<file path="config.mk">
export PLATFORM = sky130hd
export DESIGN_NAME = cosine_similarity_fixed_unit
export DESIGN_NICKNAME = d
export VERILOG_FILES = /design/src/hdl/csf_pkg.sv /design/src/hdl/csf_front.sv /design/src/hdl/csf_queue.sv /design/src/hdl/csf_back.sv /design/src/hdl/cosine_similarity_fixed_unit.sv
export VERILOG_INCLUDE_DIRS = /design/src /design/src/hdl
export SDC_FILE = /design/constraint.sdc
export NUM_CORES = 2
export LEC_CHECK = 0
export BUFFER_PORTS_ARGS = -buffer_cell sky130_fd_sc_hd__buf_4
export CORE_MARGIN = 2
export CORE_UTILIZATION = 65
export DETAILED_ROUTE_END_ITERATION = 12
export MAX_ROUTING_LAYER = met4
export PLACE_DENSITY = 0.81
export RECOVER_POWER = 25
export SYNTH_ARGS = -nofsm -noshare
export SYNTH_HDL_FRONTEND = slang
export SYNTH_SLANG_ARGS = --single-unit
</file>
<file path="constraint.sdc">
create_clock -name i_clk -period 25.8 [get_ports i_clk]
set_clock_uncertainty 0.1 [all_clocks]
set_input_delay 5.16 -clock i_clk [delete_from_list [all_inputs] [get_ports i_clk]]
set_output_delay 5.16 -clock i_clk [all_outputs]
set_load 0.02 [all_outputs]
</file>
<file path="src/hdl/assert_macros.svh">
// Assertion helpers for the RTL.
`ifndef ASSERT_MACROS_SVH
`define ASSERT_MACROS_SVH

`ifndef SYNTHESIS
`define ASSERT_IMPLIES(lbl, ante, cons) \
    lbl: assert property (@(posedge i_clk) disable iff (!i_rst_n) (ante) |-> (cons)) \
        else $error("assertion failed");
`define ASSERT_NEXT(lbl, ante, cons) \
    lbl: assert property (@(posedge i_clk) disable iff (!i_rst_n) (ante) |=> (cons)) \
        else $error("assertion failed");
`else
`define ASSERT_IMPLIES(lbl, ante, cons)
`define ASSERT_NEXT(lbl, ante, cons)
`endif

`endif

</file>
<file path="src/hdl/csf_pkg.sv">
package csf_pkg;

    localparam int MAX_PAIRS_DEF  = 1024;
    localparam int DATA_WIDTH_DEF = 16;
    localparam int SIM_W          = 16;
    localparam int ST_W           = 2;
    localparam int QDEPTH         = 2;
    // quotient 2^32*dot^2/(nx*ny) never exceeds 2^32
    localparam int QW             = 33;
    localparam int SW             = QW + 1;
    localparam int SQ_STEPS       = SW / 2;
    localparam int KW             = 17;

    localparam logic [ST_W-1:0] ST_OK   = 2'd0;
    localparam logic [ST_W-1:0] ST_ZERO = 2'd1;
    localparam logic [ST_W-1:0] ST_OVF  = 2'd2;

    localparam logic [SIM_W-1:0] SIM_MAX = 16'h7FFF;

    typedef enum logic [2:0] {
        S_IDLE,
        S_MUL_M,
        S_MUL_P,
        S_DIV,
        S_SQRT,
        S_FIN,
        S_OUT
    } t_state;

    typedef struct packed {
        logic empty;
        logic full;
    } t_qflags;

endpackage

</file>
<file path="src/hdl/csf_front.sv">
module csf_front #(
    parameter int MAX_PAIRS  = 1024,
    parameter int DATA_WIDTH = 16,
    parameter int DOT_W      = 42,
    parameter int NORM_W     = 41
) (
    input  logic                          i_clk,
    input  logic                          i_rst_n,
    input  logic                          i_valid,
    input  logic signed [DATA_WIDTH-1:0]  i_x,
    input  logic signed [DATA_WIDTH-1:0]  i_y,
    input  logic                          i_last,
    input  csf_pkg::t_qflags              i_qflags,
    output logic                          o_ready,
    output logic                          o_push,
    output logic signed [DOT_W-1:0]       o_dot,
    output logic [NORM_W-1:0]             o_nx,
    output logic [NORM_W-1:0]             o_ny,
    output logic [csf_pkg::ST_W-1:0]      o_status
);
    import csf_pkg::*;

    localparam int CNT_W  = $clog2(MAX_PAIRS + 1);
    localparam int PROD_W = 2 * DATA_WIDTH;

    logic signed [DOT_W-1:0]  r_dot, n_dot;
    logic [NORM_W-1:0]        r_nx, n_nx, r_ny, n_ny;
    logic [CNT_W-1:0]         r_cnt, n_cnt;
    logic                     r_ovf, n_ovf;
    logic signed [PROD_W-1:0] w_xy, w_xx, w_yy;
    logic                     w_acc;

    assign w_xy    = i_x * i_y;
    assign w_xx    = i_x * i_x;
    assign w_yy    = i_y * i_y;
    assign o_ready = !i_qflags.full;
    assign w_acc   = i_valid && o_ready;

    always_comb begin
        n_dot = r_dot;
        n_nx  = r_nx;
        n_ny  = r_ny;
        n_cnt = r_cnt;
        n_ovf = r_ovf;
        if (r_cnt == CNT_W'(MAX_PAIRS)) begin
            n_ovf = 1'b1;
        end else begin
            n_dot = r_dot + DOT_W'(w_xy);
            n_nx  = r_nx + NORM_W'(unsigned'(w_xx));
            n_ny  = r_ny + NORM_W'(unsigned'(w_yy));
            n_cnt = r_cnt + CNT_W'(1);
        end
    end

    assign o_push = w_acc && i_last;
    assign o_dot  = n_dot;
    assign o_nx   = n_nx;
    assign o_ny   = n_ny;

    always_comb begin
        if (n_ovf) begin
            o_status = ST_OVF;
        end else if (n_nx == '0 || n_ny == '0) begin
            o_status = ST_ZERO;
        end else begin
            o_status = ST_OK;
        end
    end

    always_ff @(posedge i_clk) begin
        if (!i_rst_n) begin
            r_dot <= '0;
            r_nx  <= '0;
            r_ny  <= '0;
            r_cnt <= '0;
            r_ovf <= 1'b0;
        end else if (w_acc) begin
            if (i_last) begin
                r_dot <= '0;
                r_nx  <= '0;
                r_ny  <= '0;
                r_cnt <= '0;
                r_ovf <= 1'b0;
            end else begin
                r_dot <= n_dot;
                r_nx  <= n_nx;
                r_ny  <= n_ny;
                r_cnt <= n_cnt;
                r_ovf <= n_ovf;
            end
        end
    end

endmodule

</file>
<file path="src/hdl/csf_queue.sv">
module csf_queue #(
    parameter int W = 8
) (
    input  logic             i_clk,
    input  logic             i_rst_n,
    input  logic             i_push,
    input  logic [W-1:0]     i_data,
    input  logic             i_pop,
    output logic [W-1:0]     o_data,
    output csf_pkg::t_qflags o_qflags
);
    import csf_pkg::*;

    localparam int PW = $clog2(QDEPTH);

    logic [W-1:0]          r_mem [QDEPTH];
    logic [PW-1:0]         r_wp, r_rp;
    logic [$clog2(QDEPTH+1)-1:0] r_cnt;

    assign o_data         = r_mem[r_rp];
    assign o_qflags.empty = (r_cnt == '0);
    assign o_qflags.full  = (r_cnt == ($clog2(QDEPTH+1))'(QDEPTH));

    always_ff @(posedge i_clk) begin
        if (i_push) begin
            r_mem[r_wp] <= i_data;
        end
    end

    always_ff @(posedge i_clk) begin
        if (!i_rst_n) begin
            r_wp  <= '0;
            r_rp  <= '0;
            r_cnt <= '0;
        end else begin
            if (i_push) begin
                r_wp <= (r_wp == PW'(QDEPTH - 1)) ? '0 : r_wp + PW'(1);
            end
            if (i_pop) begin
                r_rp <= (r_rp == PW'(QDEPTH - 1)) ? '0 : r_rp + PW'(1);
            end
            if (i_push && !i_pop) begin
                r_cnt <= r_cnt + 1'b1;
            end else if (!i_push && i_pop) begin
                r_cnt <= r_cnt - 1'b1;
            end
        end
    end

endmodule

</file>
<file path="src/hdl/csf_back.sv">
module csf_back #(
    parameter int DOT_W  = 42,
    parameter int NORM_W = 41
) (
    input  logic                          i_clk,
    input  logic                          i_rst_n,
    input  csf_pkg::t_qflags              i_qflags,
    input  logic signed [DOT_W-1:0]       i_dot,
    input  logic [NORM_W-1:0]             i_nx,
    input  logic [NORM_W-1:0]             i_ny,
    input  logic [csf_pkg::ST_W-1:0]      i_status,
    output logic                          o_pop,
    input  logic                          i_tready,
    output logic                          o_tvalid,
    output logic [csf_pkg::SIM_W-1:0]     o_sim,
    output logic [csf_pkg::ST_W-1:0]      o_status
);
    import csf_pkg::*;

    `include "assert_macros.svh"

    localparam int MW  = 2 * DOT_W;
    localparam int CW  = $clog2(MW + 1);

    t_state            r_state, n_state;
    logic              r_neg;
    logic [NORM_W-1:0] r_ny;
    logic [MW-1:0]     r_mcand, r_mplier, r_acc, r_m, r_p;
    logic [MW:0]       r_rem;
    logic [QW-1:0]     r_q;
    logic [SW-1:0]     r_op, r_res, r_one;
    logic [CW-1:0]     r_cnt;
    logic [ST_W-1:0]   r_st, r_ost;
    logic [SIM_W-1:0]  r_hold, r_sim;
    logic              r_ov;

    logic [MW-1:0]     w_acc_n;
    logic [MW:0]       w_rsh;
    logic              w_ge;
    logic [SW-1:0]     w_sum;
    logic [KW-1:0]     w_k;
    logic              w_last;
    logic [DOT_W-1:0]  w_mag;

    assign w_acc_n = r_mplier[0] ? r_acc + r_mcand : r_acc;
    assign w_rsh   = {r_rem[MW-1:0], (r_cnt == '0) ? r_m[0] : 1'b0};
    assign w_ge    = (w_rsh >= {1'b0, r_p});
    assign w_sum   = r_res + r_one;
    assign w_k     = KW'((r_res + SW'(1)) >> 1);
    assign w_mag   = i_dot[DOT_W-1] ? DOT_W'(-i_dot) : DOT_W'(i_dot);

    assign o_pop    = (r_state == S_IDLE) && !i_qflags.empty;
    assign o_tvalid = r_ov;
    assign o_sim    = r_sim;
    assign o_status = r_ost;

    always_comb begin
        n_state = r_state;
        w_last  = 1'b0;
        case (r_state)
            S_IDLE: begin
                if (!i_qflags.empty) begin
                    n_state = (i_status == ST_OK) ? S_MUL_M : S_OUT;
                end
            end
            S_MUL_M: begin
                w_last = (r_cnt == CW'(DOT_W - 1));
                if (w_last) n_state = S_MUL_P;
            end
            S_MUL_P: begin
                w_last = (r_cnt == CW'(NORM_W - 1));
                if (w_last) n_state = S_DIV;
            end
            S_DIV: begin
                w_last = (r_cnt == CW'(QW - 1));
                if (w_last) n_state = S_SQRT;
            end
            S_SQRT: begin
                w_last = (r_cnt == CW'(SQ_STEPS - 1));
                if (w_last) n_state = S_FIN;
            end
            S_FIN: begin
                n_state = S_OUT;
            end
            S_OUT: begin
                if (!r_ov || i_tready) n_state = S_IDLE;
            end
            default: begin
                n_state = S_IDLE;
            end
        endcase
    end

    always_ff @(posedge i_clk) begin
        if (!i_rst_n) begin
            r_state <= S_IDLE;
            r_ov    <= 1'b0;
        end else begin
            r_state <= n_state;
            if (r_state == S_OUT && (!r_ov || i_tready)) begin
                r_ov <= 1'b1;
            end else if (i_tready) begin
                r_ov <= 1'b0;
            end
        end
    end

    always_ff @(posedge i_clk) begin
        r_cnt <= (r_state == S_IDLE || w_last) ? '0 : r_cnt + CW'(1);
        case (r_state)
            S_IDLE: begin
                r_neg    <= i_dot[DOT_W-1];
                r_st     <= i_status;
                r_ny     <= i_ny;
                r_hold   <= '0;
                r_acc    <= '0;
                r_mcand  <= MW'(w_mag);
                r_mplier <= MW'(w_mag);
                r_p      <= MW'(i_nx);
            end
            S_MUL_M, S_MUL_P: begin
                if (w_last && r_state == S_MUL_M) begin
                    r_m      <= w_acc_n;
                    r_acc    <= '0;
                    r_mcand  <= r_p;
                    r_mplier <= MW'(r_ny);
                end else begin
                    r_acc    <= w_acc_n;
                    r_mcand  <= r_mcand << 1;
                    r_mplier <= r_mplier >> 1;
                    if (w_last) begin
                        r_p   <= w_acc_n;
                        r_rem <= (MW + 1)'(r_m >> 1);
                    end
                end
            end
            S_DIV: begin
                r_rem <= w_ge ? w_rsh - {1'b0, r_p} : w_rsh;
                r_q   <= {r_q[QW-2:0], w_ge};
                if (w_last) begin
                    r_op  <= SW'({r_q[QW-2:0], w_ge});
                    r_res <= '0;
                    r_one <= SW'(1) << (SW - 2);
                end
            end
            S_SQRT: begin
                if (r_op >= w_sum) begin
                    r_op  <= r_op - w_sum;
                    r_res <= (r_res >> 1) + r_one;
                end else begin
                    r_res <= r_res >> 1;
                end
                r_one <= r_one >> 2;
            end
            S_FIN: begin
                if (r_neg) begin
                    r_hold <= SIM_W'(KW'(0) - w_k);
                end else begin
                    r_hold <= (w_k > KW'(SIM_MAX)) ? SIM_MAX : SIM_W'(w_k);
                end
            end
            S_OUT: begin
                if (!r_ov || i_tready) begin
                    r_sim <= (r_st == ST_OK) ? r_hold : '0;
                    r_ost <= r_st;
                end
            end
            default: begin
            end
        endcase
    end

    `ASSERT_IMPLIES(a_fault_zero_sim, r_ov && (r_ost != ST_OK), r_sim == '0)
    `ASSERT_NEXT(a_pop_leaves_idle, o_pop, r_state != S_IDLE)
    `ASSERT_IMPLIES(a_root_bound, r_state == S_FIN, r_res <= (SW'(1) << 16))

endmodule

</file>
<file path="src/hdl/cosine_similarity_fixed_unit.sv">
// Streaming cosine similarity. Each slave transaction carries one (x, y) element pair;
// tlast marks the final pair of a vector. Pairs are taken one per clock and summed into
// the dot product and both squared norms. The final pair queues a job (two deep) for the
// back end, which emits dot/sqrt(|x|^2*|y|^2) as a rounded, saturated Q1.15 value plus a
// status (0 ok, 1 zero norm, 2 more than MAX_PAIRS pairs; similarity 0 on a fault).
// The back end takes one vector at a time: a shift-add multiplier forms dot^2 and the
// norm product one bit per cycle, a restoring divider yields one quotient bit per cycle and
// a digit-by-digit root one bit per cycle. Faulted vectors skip the arithmetic and go
// straight to the output. Pairs stall only while two finished vectors wait in the queue.
module cosine_similarity_fixed_unit #(
    parameter int MAX_PAIRS  = csf_pkg::MAX_PAIRS_DEF,
    parameter int DATA_WIDTH = csf_pkg::DATA_WIDTH_DEF
) (
    input  logic                                        i_clk,
    input  logic                                        i_rst_n,
    input  logic                                        s_axis_tvalid,
    output logic                                        s_axis_tready,
    // x_value, y_value
    input  logic [((2*DATA_WIDTH+7)/8)*8-1:0]           s_axis_tdata,
    input  logic                                        s_axis_tlast,
    output logic                                        m_axis_tvalid,
    input  logic                                        m_axis_tready,
    // similarity
    output logic [csf_pkg::SIM_W-1:0]                   m_axis_tdata,
    // status
    output logic [csf_pkg::ST_W-1:0]                    m_axis_tuser
);
    import csf_pkg::*;

    localparam int CNT_W  = $clog2(MAX_PAIRS + 1);
    localparam int DOT_W  = 2 * DATA_WIDTH + CNT_W;
    localparam int NORM_W = 2 * DATA_WIDTH + CNT_W - 1;
    localparam int JW     = ST_W + 2 * NORM_W + DOT_W;

    t_qflags                 w_qf;
    logic                    w_push, w_pop;
    logic signed [DOT_W-1:0] w_f_dot;
    logic [NORM_W-1:0]       w_f_nx, w_f_ny;
    logic [ST_W-1:0]         w_f_st;
    logic [JW-1:0]           w_qout;

    csf_front #(
        .MAX_PAIRS (MAX_PAIRS),
        .DATA_WIDTH(DATA_WIDTH),
        .DOT_W     (DOT_W),
        .NORM_W    (NORM_W)
    ) u_front (
        .i_clk    (i_clk),
        .i_rst_n  (i_rst_n),
        .i_valid  (s_axis_tvalid),
        .i_x      (signed'(s_axis_tdata[DATA_WIDTH-1:0])),
        .i_y      (signed'(s_axis_tdata[2*DATA_WIDTH-1:DATA_WIDTH])),
        .i_last   (s_axis_tlast),
        .i_qflags (w_qf),
        .o_ready  (s_axis_tready),
        .o_push   (w_push),
        .o_dot    (w_f_dot),
        .o_nx     (w_f_nx),
        .o_ny     (w_f_ny),
        .o_status (w_f_st)
    );

    csf_queue #(
        .W(JW)
    ) u_queue (
        .i_clk    (i_clk),
        .i_rst_n  (i_rst_n),
        .i_push   (w_push),
        .i_data   ({w_f_st, w_f_ny, w_f_nx, w_f_dot}),
        .i_pop    (w_pop),
        .o_data   (w_qout),
        .o_qflags (w_qf)
    );

    csf_back #(
        .DOT_W (DOT_W),
        .NORM_W(NORM_W)
    ) u_back (
        .i_clk    (i_clk),
        .i_rst_n  (i_rst_n),
        .i_qflags (w_qf),
        .i_dot    (signed'(w_qout[DOT_W-1:0])),
        .i_nx     (w_qout[DOT_W+NORM_W-1:DOT_W]),
        .i_ny     (w_qout[DOT_W+2*NORM_W-1:DOT_W+NORM_W]),
        .i_status (w_qout[JW-1:DOT_W+2*NORM_W]),
        .o_pop    (w_pop),
        .i_tready (m_axis_tready),
        .o_tvalid (m_axis_tvalid),
        .o_sim    (m_axis_tdata),
        .o_status (m_axis_tuser)
    );

endmodule

</file>
# Yosys cells after proc, flatten, opt, wreduce, memory -nomap -nowiden
# Memories as Yosys holds them, arrays and structs flattened. A register that Yosys moved wholly into a read port is not among the register bits.
# Index checks and enable logic that the tools add are counted.
# op_classes
addsub	17
mul	3
n_lt_le_gt_ge	3
eq_ne	23
n_mux	58
n_reduce_logical	37
# ops
cell	count
$pmux 86 s2	5
$mux 86	8
$pmux 34 s2	3
$mux 34	5
$mux 42	4
$mux 43	3
$mul 16x16->32	3
$ge 87x86->1	1
$add 86x86->86	1
$sub 86x86->86	1
$mux 85	1
$add 42x32->42	2
$logic_not 42->1	2
$add 43x32->43	1
$neg 43->43	1
$add 33x34->34	1
$add 34x34->34	1
$ge 34x34->1	1
$sub 34x34->34	1
$mux 16	2
$pmux 16 s2	1
$mux 11	2
$eq 7x6->1 const B	3
$mux 3	7
31 further kinds	81
# totals
regBits	883
ramBits	258
output_inout_bits	20
n_memories	1
# mem_list
name	depth	word_bits	rd	rd_clocked_by_memory_dff	wr	line	rtl
u_queue.r_mem	2	129	1	1	1	csf_queue.sv:16	logic [W-1:0] r_mem [QDEPTH];

# Longest topological paths before layout
# depth
depth_word	8
depth_mapped	42
ltp_nobuf	39

# Cells and area by module
# A second synthesis with hierarchy kept.
# hier_totals
hier_cells	9623
hier_area_um2	93659.8
# modules_own_cells
mod	n_inst	cells_each	area_per_inst_um2
csf_back	1	4582	43984.7
csf_front	1	4618	40104.7
csf_queue	1	423	9570.4

# Worst setup path before layout
# Ideal clock, no wire load.
# synth_timing
path_kind	input port to flip-flop
startpoint	in s_axis_tdata[1]
endpoint	mem u_queue.r_mem[0][127] (netlist name), data pin
arrival_time_ps	14311
path_slack_ps	11226
stages	37
path_cell_list	clkbuf_1 > clkbuf_1 > nand2_1 > fa_1 > fa_1 > fa_1 > inv_1 > fa_1 > fa_1 > inv_1 > fa_1 > inv_1 > ha_1 > nand2_1 > nand2_1 > a41oi_1 > o211ai_1 > o41ai_1 > o211ai_1 > o41ai_1 > nor2_1 > o21a_1 > nor2_1 > xnor2_1 > ha_1 > clkbuf_1 > a21oi_1 > nand2_1 > a21oi_1 > nor2_1 > xnor2_1 > a21oi_1 > or3_1 > or4_1 > or4_1 > or4b_1 > o22ai_1
# synth_between
elab_chain_len	7
# synth_lines
item	line	rtl
start: declaration	cosine_similarity_fixed_unit.sv:19	input logic [((2*DATA_WIDTH+7)/8)*8-1:0] s_axis_tdata,
$mul 16x16->32	csf_front.sv:34	assign w_xx = i_x * i_x;
$add 42x32->42	csf_front.sv:49	n_nx = r_nx + NORM_W'(unsigned'(w_xx));
$mux 42	csf_front.sv:45	if (r_cnt == CNT_W'(MAX_PAIRS)) begin
named net u_front.o_nx[28]	csf_front.sv:17	output logic [NORM_W-1:0] o_nx,
$logic_not 42->1	csf_front.sv:63	end else if (n_nx == '0 || n_ny == '0) begin
$logic_or 1x1->1	csf_front.sv:63	
$mux 1	csf_front.sv:63	
$mux 2	csf_front.sv:61	if (n_ovf) begin
named net u_front.o_status, one bit	csf_front.sv:19	output logic [csf_pkg::ST_W-1:0] o_status
end: declaration	csf_queue.sv:16	
# The timed path passes the listed nets, and every way through them passes these cells.

# Worst setup path in the final report
# layout_timing
startpoint	in s_axis_tdata[15]
endpoint	mem u_queue.r_mem[1][127] (netlist name), data pin
# Same word-level chain as after synthesis.

==> metrics.txt <==
Synth Instances between 9000 and 10000; Worst-path clk slew about 0.06 ns; GRT Resource Usage Total 0.338; met1 usage 0.439; vias in the first global route about 69000; initial antenna violation count 4; Layout area overhead 6.23%; port buffer count between 50 and 60; violations in the final reports capacitance limit, slew limit; CP peak stage delay roughly 0.73 ns; setup violators final 0; WS Path Type in2reg; slowest CP cell fa_1; synth cell count leaders inv_1, edfxtp_1, nand2_1, fa_1, nor2_1; critical path's most frequent cell fa_1; status finished, violations left; max-cap violations 15; Final #Nets between 10000 and 15000; Fin. Hold Viols 0; Async SR Flop Fraction 0; setup bufs post-CTS 0; Syn Nets about 11000; top post-synthesis cells by area edfxtp_1, fa_1, ha_1; Sink Count around 1100; WL final 238000 um; Vias between 60000 and 70000; first-pass GRT wire length 376000 um; Crit Path Max Fanout 33; root buf cell clkbuf_16; met3 GRT Util 0.0422; Slew Limit Fails a little under 800; Worst R2R End u_back.r_acc[49]$_SDFFCE_PP0P_; Rows 137; DRC 0; CP arrival around 15 ns; post-layout min period between 15 and 20 ns; final core utilization 0.697; worst endpoint required time about 26 ns; CTS tree yes; unrepaired setup endpoints after global routing false; actual slew at the worst max-slew pin 9.31 ns; CTS resizes 0; share of cells above drive strength 1 0.0480; Worst Setup End Kind flip-flop; CP startpoint s_axis_tdata[15]; setup TNS 0 ns; Clk Latency, worst-skew pair approximately 0.76 ns; CP Launch Type input port; CTS Hold Bufs 0; share of the synthesized area in the top cell type 0.303; hold path cells 0; Synth Cell Area 91800 um^2; Via density slightly above 6; most frequent cell after synthesis inv_1; Initial DRT Pass Iterations 6; Die Ht roughly 380 um; RePlAce Congestion between 0.9 and 1; flop-to-flop setup slack about 15 ns; final period utilization 0.582; FF-to-FF Start u_back.r_state[2]$_SDFFE_PN0P_; Avg Inst Size Synth 9.83 um^2; met2 Usage GRT 0.538; Seq/Total Area, Yosys 0.337; library cells used by synthesis between 90 and 100; Synth Flop Type edfxtp_1; core area around 140000 um^2; EDFF count, synth just over 900; GR peak layer met2; R2R depth 4; Fmax 66.6 MHz; hpwl dp roughly 180000 um; htree depth 3; Worst Hold Class reg2reg; ANT nets after route 0; detailed-route wire length per cell 21.4 um; relative slew slack -5.21; Die W roughly 380 um; Yosys top cell by area edfxtp_1; io pins 57; GRT Residual Overflow 0; CTS max path bufs 3; flops & latches, synth roughly 1100; DR iter-0 viols 6118; Hold Crit Start u_back.r_q[17]$_DFFE_PP_; WHS Endpoint u_back.r_q[18]$_DFFE_PP_; Die ar. about 140000 um^2; TritonCTS Buffers approximately 120; Yosys Warn Count 0; initial core utilization 0.656; pin count of the biggest net entering global routing 158
[flip-flops by register name, indices dropped and copies added (netlist names), 2 cells and up, named ones only]
signal,cells
u_back.o_sim,16
u_front.r_dot,43
u_back.r_p,86
u_back.r_mplier,43
u_back.r_op,34
u_back.r_ny,42
u_back.r_one,17
u_back.r_mcand,86
u_back.r_cnt,7
u_queue.r_cnt,2
u_front.r_cnt,11
u_back.r_res,34
u_front.r_nx,42
u_back.r_m,86
u_back.r_st,2
u_back.r_rem,86
u_back.o_status,2
u_queue.r_mem,258
u_back.r_acc,86
u_front.r_ny,42
u_back.r_hold,16
u_back.r_q,32
u_back.r_state,3
[cell families after synthesis]
family / after synthesis / synth area share
fa+ha+maj: 1431 / 0.262
xor+xnor: 525 / 0.0502
mux: 190 / 0.0216
flops: 1082 / 0.337
compound gates: 1913 / 0.134
buf+inv: 1667 / 0.0684
simple gates: 2526 / 0.127
[routing by layer]
layer  wire length (um)  vias up  part of all wire
li1                   -    31300                 -
met1              96800    33700              0.41
met2             112000     2747              0.47
met3              16800      580             0.071
met4              12100        0             0.051
met5                  0        -                 0
[worst max-delay path, delay by kind of cell]
kind / cells / cell delay [ns]
AO/OA/AOI/OAI: 10 / 3.08
XOR/XNOR: 2 / 0.41
adder cells (fa/ha/maj): 8 / 3.93
buffers and inverters: 6 / 1.09
AND/OR/NAND/NOR: 5 / 1.76
[cell type report]
| class | count | area, um^2 |
|---|---|---|
| Antenna cell | 5 | 12.5 |
| Clock buffer | 150 | 3230 |
| Clock inverter | 69 | 786 |
| Fill cell | 10600 | 42400 |
| Inverter | 1241 | 4660 |
| Multi-Input combinational cell | 6585 | 54600 |
| Sequential cell | 1082 | 30900 |
| Tap cell | 1876 | 2350 |
| Timing Repair Buffer | 119 | 856 |
[through the flow]
step | std cells | worst slack, ns | area (um^2) | hold WS [ns]
after floorplan | 9334 | 11.23 | 91800 | 0.326
after global placement | 10900 | 10.25 | 93500 | 0.330
after detailed placement | 10900 | 10.19 | 93500 | 0.333
after CTS | 11100 | 10.94 | 97600 | 0.344
after global routing | 11100 | 10.15 | 97500 | 0.350
final | 11100 | 10.79 | 97500 | 0.341
[placed cells by master (no fill, tap or decap), types with 22 or more instances in the layout]
| cell type | netlist | layout |
|---|---|---|
| a31oi_1 | 65 | 65 |
| buf_4 | 0 | 109 |
| edfxtp_1 | 927 | 927 |
| a21oi_1 | 573 | 571 |
| nand2_1 | 918 | 915 |
| or3_1 | 39 | 39 |
| ha_1 | 610 | 610 |
| o21bai_1 | 73 | 73 |
| nor2_1 | 710 | 707 |
| mux2_2 | 61 | 54 |
| a21o_1 | 244 | 244 |
| o21ai_0 | 396 | 396 |
| o21a_1 | 46 | 45 |
| dfxtp_1 | 155 | 155 |
| or2_2 | 30 | 30 |
| xnor2_1 | 294 | 294 |
| a211oi_1 | 84 | 82 |
| fa_1 | 821 | 820 |
| nand2b_1 | 78 | 78 |
| clkbuf_16 | 0 | 119 |
| o31ai_1 | 30 | 30 |
| nand4_1 | 89 | 90 |
| a221o_1 | 71 | 71 |
| a22oi_1 | 121 | 121 |
| nand3_1 | 114 | 114 |
| o211ai_1 | 22 | 22 |
| mux2i_1 | 129 | 129 |
| xor2_1 | 230 | 230 |
| and2_1 | 218 | 204 |
| and3_1 | 75 | 74 |
| nor3_1 | 81 | 79 |
| inv_1 | 1239 | 1236 |
| clkbuf_1 | 383 | 27 |
| nor2b_1 | 89 | 88 |
[worst max path at each step]
stage	end	slack, ns
after floorplan	u_queue.r_mem[0][127]$_DFFE_PP_	11.23
after global placement	u_queue.r_mem[0][127]$_DFFE_PP_	10.25
after detailed placement	u_queue.r_mem[0][127]$_DFFE_PP_	10.19
after CTS	u_queue.r_mem[1][127]$_DFFE_PP_	10.94
after global routing	u_queue.r_mem[1][127]$_DFFE_PP_	10.15
final	u_queue.r_mem[1][127]$_DFFE_PP_	10.79
Power is not shown: default switching activity piles up to over one toggle a cycle in this logic, so the estimate is an artifact.
